File: src/rtl/free_list_handle_allocator_macros.svh
// Assertion macros for the free-list handle allocator.
`ifndef FREE_LIST_HANDLE_ALLOCATOR_MACROS_SVH
`define FREE_LIST_HANDLE_ALLOCATOR_MACROS_SVH

`ifndef SYNTH
// Checked property, held off while reset is high
`define FHA_ASSERT(name, clk, rst, prop) \
  name: assert property (@(posedge clk) disable iff (rst) prop) \
    else $error("free list allocator check failed");
// Checked property, also checked during reset
`define FHA_ASSERT_ALWAYS(name, clk, prop) \
  name: assert property (@(posedge clk) prop) \
    else $error("free list allocator check failed");
`else
`define FHA_ASSERT(name, clk, rst, prop)
`define FHA_ASSERT_ALWAYS(name, clk, prop)
`endif

`endif

File: src/rtl/fhalloc_pkg.sv
`default_nettype none

package fhalloc_pkg;

  // Fixed field widths
  localparam int SLOT_BITS   = 10;
  localparam int HANDLE_BITS = 32;
  localparam int MODE_BITS   = 3;
  localparam int STATUS_BITS = 2;

  // Request modes
  typedef enum logic [MODE_BITS-1:0] {
    MODE_INSERT     = 3'd0,
    MODE_REMOVE     = 3'd1,
    MODE_ORD_REMOVE = 3'd2,
    MODE_REPLACE    = 3'd3,
    MODE_RESET      = 3'd4
  } mode_e;

  // Result status codes
  typedef enum logic [STATUS_BITS-1:0] {
    STATUS_OK      = 2'd0,
    STATUS_FULL    = 2'd1,
    STATUS_INVALID = 2'd2
  } status_e;

  // Controller states
  typedef enum logic [3:0] {
    ST_IDLE,
    ST_DISPATCH,
    ST_GROW,
    ST_POP_RD,
    ST_POP,
    ST_CHK,
    ST_WALK,
    ST_SPLICE,
    ST_RESP
  } state_e;

  // Request item
  typedef struct packed {
    logic [MODE_BITS-1:0]   mode;
    logic [SLOT_BITS-1:0]   slot_index;
    logic [HANDLE_BITS-1:0] handle_in;
  } req_t;

  // Result item
  typedef struct packed {
    logic [SLOT_BITS-1:0]   slot_out;
    logic [HANDLE_BITS-1:0] handle_out;
    logic [STATUS_BITS-1:0] status;
  } rsp_t;

  // Controller to datapath
  typedef struct packed {
    logic capture;
    logic grow_step;
    logic link_rd_head;
    logic link_rd_next;
    logic hmem_rd;
    logic pop;
    logic set_full;
    logic set_invalid;
    logic replace;
    logic free_slot;
    logic push_head;
    logic splice_a;
    logic splice_b;
    logic reset_all;
    logic load_out;
  } cmd_t;

  // Datapath to controller
  typedef struct packed {
    logic [MODE_BITS-1:0] mode;
    logic head_empty;
    logic cg_full;
    logic grow_last;
    logic slot_ok;
    logic head_first;
    logic walk_go;
    logic out_free;
  } stat_t;

endpackage

`default_nettype wire

File: src/rtl/fhalloc_ctrl.sv
`default_nettype none

module fhalloc_ctrl (
  input  wire logic               clk,
  input  wire logic               rst,
  input  wire logic               req_valid,
  output logic                    req_stall,
  input  wire fhalloc_pkg::stat_t stat,
  output fhalloc_pkg::cmd_t       cmd
);

  fhalloc_pkg::state_e state, state_next;

  // State register
  always_ff @(posedge clk) begin
    if (rst) begin
      state <= fhalloc_pkg::ST_IDLE;
    end else begin
      state <= state_next;
    end
  end

  // Next state and commands
  always_comb begin
    state_next = state;
    cmd        = '0;
    req_stall  = (state != fhalloc_pkg::ST_IDLE);
    case (state)
      fhalloc_pkg::ST_IDLE: begin
        if (req_valid) begin
          cmd.capture = 1'b1;
          state_next  = fhalloc_pkg::ST_DISPATCH;
        end
      end
      fhalloc_pkg::ST_DISPATCH: begin
        case (stat.mode)
          fhalloc_pkg::MODE_INSERT: begin
            if (!stat.head_empty) begin
              cmd.link_rd_head = 1'b1;
              state_next       = fhalloc_pkg::ST_POP;
            end else if (stat.cg_full) begin
              cmd.set_full = 1'b1;
              state_next   = fhalloc_pkg::ST_RESP;
            end else begin
              state_next = fhalloc_pkg::ST_GROW;
            end
          end
          fhalloc_pkg::MODE_REMOVE, fhalloc_pkg::MODE_ORD_REMOVE,
          fhalloc_pkg::MODE_REPLACE: begin
            cmd.hmem_rd = 1'b1;
            state_next  = fhalloc_pkg::ST_CHK;
          end
          fhalloc_pkg::MODE_RESET: begin
            cmd.reset_all = 1'b1;
            state_next    = fhalloc_pkg::ST_RESP;
          end
          default: begin
            // unused modes answer with the defaults
            state_next = fhalloc_pkg::ST_RESP;
          end
        endcase
      end
      fhalloc_pkg::ST_GROW: begin
        cmd.grow_step = 1'b1;
        if (stat.grow_last) begin
          state_next = fhalloc_pkg::ST_POP_RD;
        end
      end
      fhalloc_pkg::ST_POP_RD: begin
        cmd.link_rd_head = 1'b1;
        state_next       = fhalloc_pkg::ST_POP;
      end
      fhalloc_pkg::ST_POP: begin
        cmd.pop    = 1'b1;
        state_next = fhalloc_pkg::ST_RESP;
      end
      fhalloc_pkg::ST_CHK: begin
        if (!stat.slot_ok) begin
          cmd.set_invalid = 1'b1;
          state_next      = fhalloc_pkg::ST_RESP;
        end else if (stat.mode == fhalloc_pkg::MODE_REPLACE) begin
          cmd.replace = 1'b1;
          state_next  = fhalloc_pkg::ST_RESP;
        end else begin
          cmd.free_slot = 1'b1;
          if (stat.mode == fhalloc_pkg::MODE_REMOVE || stat.head_first) begin
            cmd.push_head = 1'b1;
            state_next    = fhalloc_pkg::ST_RESP;
          end else begin
            cmd.link_rd_head = 1'b1;
            state_next       = fhalloc_pkg::ST_WALK;
          end
        end
      end
      fhalloc_pkg::ST_WALK: begin
        if (stat.walk_go) begin
          cmd.link_rd_next = 1'b1;
        end else begin
          cmd.splice_a = 1'b1;
          state_next   = fhalloc_pkg::ST_SPLICE;
        end
      end
      fhalloc_pkg::ST_SPLICE: begin
        cmd.splice_b = 1'b1;
        state_next   = fhalloc_pkg::ST_RESP;
      end
      fhalloc_pkg::ST_RESP: begin
        if (stat.out_free) begin
          cmd.load_out = 1'b1;
          state_next   = fhalloc_pkg::ST_IDLE;
        end
      end
      default: begin
        state_next = fhalloc_pkg::ST_IDLE;
      end
    endcase
  end

endmodule

`default_nettype wire

File: config.mk
export PLATFORM = sky130hd
export DESIGN_NAME = fhalloc_ctrl
export DESIGN_NICKNAME = d
export VERILOG_FILES = /design/src/rtl/free_list_handle_allocator_macros.svh /design/src/rtl/fhalloc_pkg.sv /design/src/rtl/fhalloc_ctrl.sv
export SDC_FILE = /design/constraint.sdc
export NUM_CORES = 1
export LEC_CHECK = 0
export BUFFER_PORTS_ARGS = -buffer_cell sky130_fd_sc_hd__buf_2
export CAP_MARGIN = 20
export CORE_AREA = 2 2 39 41
export CTS_BUF_LIST = sky130_fd_sc_hd__clkbuf_4 sky130_fd_sc_hd__clkbuf_8
export CTS_CLUSTER_DIAMETER = 200
export DETAILED_ROUTE_END_ITERATION = 12
export DIE_AREA = 0 0 41 43
export GPL_ROUTABILITY_DRIVEN = 0
export GPL_TIMING_DRIVEN = 1
export PLACE_DENSITY = 0.69
export SKIP_LAST_GASP = 1
export SLEW_MARGIN = 30
export SYNTH_ARGS = -nofsm -noshare
export SYNTH_HDL_FRONTEND = slang
export SYNTH_SLANG_ARGS = --single-unit
File: constraint.sdc
create_clock -name clk -period 3.3 [get_ports clk]
set_input_delay 0.495 -clock clk [delete_from_list [all_inputs] [get_ports clk]]
set_output_delay 0.495 -clock clk [all_outputs]
set_load 0.01 [all_outputs]
==> flow_metrics.tcl, run 1 <==
set metrics [dict create \
    power_density_mw_per_mm2 327 \
    reg2reg_to "state[0]$_SDFFE_PP0P_" \
    ys_seq_elements 4 \
    insertedDiodeCount 0 \
    grt_pass1_vias 445 \
    root_buffer "clkbuf_4" \
    die_area_sq_mm 0.00176 \
    grt_overflow_total 0 \
    reg_top3 "state: 4 flops" \
    timing.fmax_mhz 456 \
    r2r-start "state[2]$_SDFFE_PP0P_" \
    finalWorstPathRequiredPeriod_ns 2.19 \
    rrSetupSlack_ns 1.82 \
    final_nets 110 \
    row_count 14 \
    max_cap_violations 0 \
    antenna_found_initial 0 \
    netlist_area_sq_um 459 \
    syn2layout_area_growth_pct 34.6 \
    vdd_drop_max_v 0.000171 \
    cts.htree.levels 1 \
    cts_sinks 4 \
    postCtsHoldBufs 0 \
    core_region_area_sq_mm 0.00138 \
    seq_area_frac_synth_pct 17.4 \
    postRouteAntennaNets 0 \
    initial_core_util_pct 33.2 \
    hold_viol 0 \
    crit_path_end "cmd[12]" \
    cp_cell_sequence "nand2b_1 > or2_1 > o32a_1 > inv_1 > buf_2" \
    die_h_um 43 \
    cts_resized 0 \
    synth.avg_cell_area_sq_um 6.85 \
    final_cell_mix "buf_2, nor2_1, nand2_1" \
    crit_required_ns 2.80 \
    fin_area_sq_um 618 \
    power.clock.fraction_pct 32.5 \
    grt_max_degree 17 \
    power.total_w 0.000202 \
    regMostFlops "state" \
    max_stage_delay_ns 0.61 \
    drt_iter0_drc 14 \
    cp-end-kind "output port" \
    ys.warnings.count 0 \
    startpoint_type "flip-flop" \
    grt_usage_pct 16.2 \
    switching_share_pct 38.1 \
    power.leakage_nw 0.318 \
    clk_pin_slew_ns 0.04 \
    ff2ff_path_depth 4 \
    run_status "finished, final reports clean" \
    hp-class "in -> reg" \
    io_pins 29 \
    fp.dieW_um 41 \
    p_int_w 0.000125 \
    worst_path_max_delay_cell "dfxtp_1" \
    post_cts_buffers 0 \
    cts_buffer_depth 2 \
    setup_violations 0 \
    place_area_sq_um 596 \
    layout_commonest_cell "buf_2" \
    final_max_slew_viol_count 0 \
    final.period_utilization_pct 66.4 \
    routed_wirelength_um 1310 \
    port_buffers 28 \
    vias 597 \
    worst-setup-path-type "reg -> out" \
    p_comb_share_pct 35.6 \
    worstSkewPairLatency_ns 0.25 \
    slew_headroom_pct 67.6 \
    crit_arrival_ns 1.70 \
    syn-num-nets 80 \
    min-delay-start "rst" \
    largest_reg_flops 4 \
    cts_tree "yes" \
    drcViolationCount 0 \
    wl_per_cell_um 11.8 \
    synthCells 67 \
    critical_path.max_fanout 16 \
    grt_pass1_wl_um 1950 \
    rsz0062_at_grt "no" \
    fillers 152 \
    timing.setup.tns_ns 0 \
    drive_above_1_share_pct 35.8 \
    yosysUniqueCellTypes 31 \
    clock_skew_ns 0.00494 \
    pwr-share-seq_pct 31.9 \
    cts_made_buffers 3 \
    dr.pass1.iters 4 \
    dpl.hpwl_um 995 \
    startpoint "state[2]$_SDFFE_PP0P_" \
    viasPerCell 5.38 \
    power_switching_w 0.0000769 \
    worst_slew_pin_slew_ns 0.485 \
]
[power by group through the flow]
stage	Sequential [W]	Clock [W]	Combinational (W)
after floorplan	0.0000572	0	0.0000551
after global placement	0.0000649	0	0.0000710
after detailed placement	0.0000649	0	0.0000715
after CTS	0.0000641	0.0000681	0.0000717
after global routing	0.0000656	0.0000716	0.0000792
final	0.0000643	0.0000656	0.0000719
[layer usage]
metal / wire, um / track usage (%)
met2: 567 / 21.6
met5: 0 / 0
met1: 583 / 23.1
met4: 23 / 8.67
met3: 131 / 4.19
[stage by stage]
step	hold WS [ns]	std cells	setup slack (ns)	utilization (%)
finish	0.443	111	1.11	44.7
floorplan	0.564	67	1.63	-
CTS	0.432	111	1.13	44.7
global placement	0.693	108	1.38	43.0
detailed placement	0.693	108	1.36	43.0
global route	0.445	111	0.976	44.7
[cell families (layout without fill, tap and decap cells)]
kind of cell / Yosys count / in the layout / synth area share [%]
AO/OA/AOI/OAI: 17 / 17 / 26.2
buffers and inverters: 9 / 37 / 10.1
flip-flops: 4 / 4 / 17.4
AND/OR/NAND/NOR: 37 / 37 / 46.3
[synthesized netlist by cell type]
| cell type | instances | area (sq um) |
|---|---|---|
| buf_4 | 1 | 7.51 |
| nor4b_1 | 1 | 8.76 |
| buf_2 | 1 | 5.00 |
| o211a_1 | 1 | 10.0 |
| o21bai_1 | 1 | 7.51 |
| a221o_1 | 1 | 10.0 |
| inv_1 | 6 | 22.5 |
| nand4_1 | 1 | 6.26 |
| nor2_2 | 1 | 6.26 |
| and3_1 | 1 | 6.26 |
| buf_6 | 1 | 11.3 |
| o41ai_1 | 1 | 8.76 |
| a311oi_1 | 2 | 17.5 |
| nand2_1 | 7 | 26.3 |
| and4_1 | 1 | 8.76 |
| nand3b_1 | 1 | 7.51 |
| nor3_1 | 2 | 10.0 |
| dfxtp_1 | 4 | 80.1 |
| a21oi_1 | 6 | 30.0 |
| nand3_1 | 2 | 10.0 |
| nand2b_1 | 2 | 12.5 |
| a31oi_1 | 2 | 12.5 |
| o21ai_0 | 1 | 5.00 |
| or2_1 | 1 | 6.26 |
| nor4_1 | 2 | 12.5 |
| a2bb2oi_1 | 1 | 8.76 |
| nand4b_1 | 1 | 8.76 |
| o32a_1 | 1 | 10.0 |
| nor4b_4 | 1 | 23.8 |
| nor2_1 | 12 | 45.0 |
| nand2b_4 | 1 | 13.8 |
[worst max-delay path, delay by kind of cell (launching register included)]
family,cells,cell delay (ns)
DFF,1,0.61
and+or+nand+nor,2,0.48
buffers and inverters,2,0.17
AOI/OAI and AO/OA,1,0.18
[how the worst min path moves through the flow]
| stage | to | slack, ns | depth (start not counted) |
|---|---|---|---|
| CTS | state[2]$_SDFFE_PP0P_ | 0.43 | 2 |
| global placement | state[1]$_SDFFE_PP0P_ | 0.69 | 3 |
| global route | state[3]$_SDFFE_PP0P_ | 0.45 | 2 |
| floorplan | state[2]$_SDFFE_PP0P_ | 0.56 | 1 |
| finish | state[2]$_SDFFE_PP0P_ | 0.44 | 2 |
| detailed placement | state[2]$_SDFFE_PP0P_ | 0.69 | 2 |
[layout make-up]
type	instances	area (sq um)	area share [%]
Timing Repair Buffer	28	140	22.7
Clock buffer	3	22.5	3.64
Multi-Input combinational cell	54	333	53.8
Inverter	6	22.5	3.64
Sequential cell	4	80.1	13.0
Tap cell	16	20.0	3.24
Note: power is estimated with default switching activity, not from simulation.
==> inputs of run 2 (changes only) <==
--- a/config.mk
+++ b/config.mk
@@ -5,6 +5,7 @@
 export SDC_FILE = /design/constraint.sdc
 export NUM_CORES = 1
 export LEC_CHECK = 0
+export ABC_AREA = 1
 export BUFFER_PORTS_ARGS = -buffer_cell sky130_fd_sc_hd__buf_2
 export CAP_MARGIN = 20
 export CORE_AREA = 2 2 39 41
@@ -14,7 +15,7 @@
 export DIE_AREA = 0 0 41 43
 export GPL_ROUTABILITY_DRIVEN = 0
 export GPL_TIMING_DRIVEN = 1
-export PLACE_DENSITY = 0.69
+export PLACE_DENSITY = 0.72
 export SKIP_LAST_GASP = 1
 export SLEW_MARGIN = 30
 export SYNTH_ARGS = -nofsm -noshare
==> constraint.sdc (replaced) <==
create_clock -name clk -period 2.3 [get_ports clk]
set_input_delay 0.345 -clock clk [delete_from_list [all_inputs] [get_ports clk]]
set_output_delay 0.345 -clock clk [all_outputs]
set_load 0.01 [all_outputs]
==> flow_metrics.tcl, run 2 <==
set metrics [dict create \
    run_status "finished, final reports clean" \
    rsz0062_at_grt "no" \
    place_area_sq_um 656 \
    final.period_utilization_pct 73.0 \
    multiInputGateArea_sq_um 318 \
    synth.avg_cell_area_sq_um 5.16 \
    postRouteAntennaNets 0 \
    clk_pin_slew_ns 0.04 \
    fin_area_sq_um 678 \
    max_cap_violations 0 \
    worst_slew_pin_slew_ns 0.271 \
    row_count 14 \
    yosys.area.top_type "dfxtp_1" \
    synth_common_cells "nor2_1, inv_1, nand2_1" \
    die_h_um 43 \
    grt_pass1_wl_um 2080 \
    core_region_area_sq_mm 0.00138 \
    cts_made_buffers 3 \
    hp-class "in -> reg" \
    cts.htree.levels 1 \
    layout_commonest_cell "buf_2" \
    seq_area_frac_synth_pct 16.2 \
    routed_wirelength_um 1200 \
    cts_resized 0 \
    cts_tree "yes" \
    syn2layout_area_growth_pct 36.9 \
    yosysMostFrequentCell "nor2_1" \
    cts_sinks 4 \
    antenna_found_initial 0 \
    power_density_mw_per_mm2 456 \
    worstSkewPairLatency_ns 0.23 \
    timing.setup.tns_ns 0 \
    grt_usage_pct 16.8 \
    yosysUniqueCellTypes 18 \
    die_area_sq_mm 0.00176 \
    vdd_drop_max_v 0.000322 \
    slew_headroom_pct 81.9 \
    ys_seq_elements 4 \
    port_buffers 28 \
    ys_top_cells_by_area "dfxtp_1, nor2_1, inv_1" \
    wl_per_cell_um 8.40 \
    crit_required_ns 1.96 \
    synthCells 96 \
    synth_edf_count 0 \
    final_max_slew_viol_count 0 \
    crit_arrival_ns 1.33 \
    grt_overflow_total 0 \
    syn-num-nets 109 \
    vias 636 \
    viasPerCell 4.45 \
    power.leakage_nw 0.462 \
    fillers 164 \
    drcViolationCount 0 \
    netlist_area_sq_um 495 \
    worst-setup-path-type "reg -> out" \
    critical_path.max_fanout 4 \
    final_nets 142 \
    postCtsHoldBufs 0 \
    startpoint_type "flip-flop" \
    insertedDiodeCount 0 \
    synth-main-ff-cell "dfxtp_1" \
    grt_pass1_vias 577 \
    drt_iter0_drc 11 \
    regArea_sq_um 80.1 \
    largest_reg_flops 4 \
    finalWorstPathRequiredPeriod_ns 1.68 \
    drive_above_1_share_pct 37.8 \
    post_cts_buffers 0 \
    cts_buffer_depth 2 \
    setup_violations 0 \
    ys_async_sr_fraction_pct 0 \
    initial_core_util_pct 35.8 \
    io_pins 29 \
    reg_top3 "state: 4 flops" \
    dr.pass1.iters 4 \
    cp-end-kind "output port" \
    regMostFlops "state" \
    root_buffer "clkbuf_4" \
    clock_skew_ns 0.00164 \
    timing.fmax_mhz 595 \
    grt_max_degree 7 \
    synth_top_area_share_pct 16.2 \
    hold_viol 0 \
    dpl.hpwl_um 1090 \
    fp.dieW_um 41 \
    ys.warnings.count 0 \
    final_cell_mix "buf_2, nor2_1, inv_1" \
]
-- run 2: layout make-up --
type                            instances  area share (%)
Sequential cell                         4            11.8
Tap cell                               16            2.95
Clock buffer                            3            3.32
Timing Repair Buffer                   28            20.7
Multi-Input combinational cell         66            46.9
Inverter                               26            14.4
-- run 2: kinds of logic after synthesis --
| logic type | Yosys count | synth area share [%] |
|---|---|---|
| simple gates | 61 | 59.1 |
| buf+inv | 26 | 19.7 |
| compound gates | 5 | 5.05 |
| flops | 4 | 16.2 |
-- run 2: per-stage QoR --
| step | std cells | setup WS (ns) | total power (W) | hold slack, ns | util [%] |
|---|---|---|---|---|---|
| finish | 143 | 0.620 | 0.000309 | 0.294 | 49.0 |
| global route | 143 | 0.511 | 0.000343 | 0.285 | 49.0 |
| CTS | 143 | 0.585 | 0.000315 | 0.288 | 49.0 |
| detailed placement | 140 | 0.740 | 0.000226 | 0.534 | 47.4 |
| global placement | 140 | 0.774 | 0.000224 | 0.537 | 47.4 |
| floorplan | 96 | 0.865 | 0.000182 | 0.417 | - |
-- run 2: critical path, stage by stage (launching register included) --
cell and delay [ns]:
dfxtp_1 0.33, nor2_1 0.24, nand3_2 0.14, nor4b_1 0.23, buf_2 0.17
-- run 2: path summary, 6_finish.rpt --
path / from / end / slack [ns] / depth (start not counted)
setup / recovery: state[2]$_SDFFE_PP0P_ / cmd[8] / 0.62 / 4
hold / removal: rst / state[0]$_SDFFE_PP0P_ / 0.29 / 2
setup reg to reg: state[2]$_SDFFE_PP0P_ / state[0]$_SDFFE_PP0P_ / 1.15 / 7
hold reg to reg: state[3]$_SDFFE_PP0P_ / state[3]$_SDFFE_PP0P_ / 0.66 / 4
-- run 2: where the power goes --
part           switching, W  internal [W]  leakage, nW   total, W
Sequential        0.0000121     0.0000778       0.0327  0.0000899
Clock             0.0000261     0.0000582       0.0138  0.0000843
Combinational     0.0000845     0.0000505        0.416   0.000135
Total              0.000123      0.000187        0.462   0.000309
-- run 2: routing by layer --
metal	track usage, %	wire (um)
met1	20.3	548
met2	27.8	609
met3	1.57	43
met4	8.00	0
met5	0	0
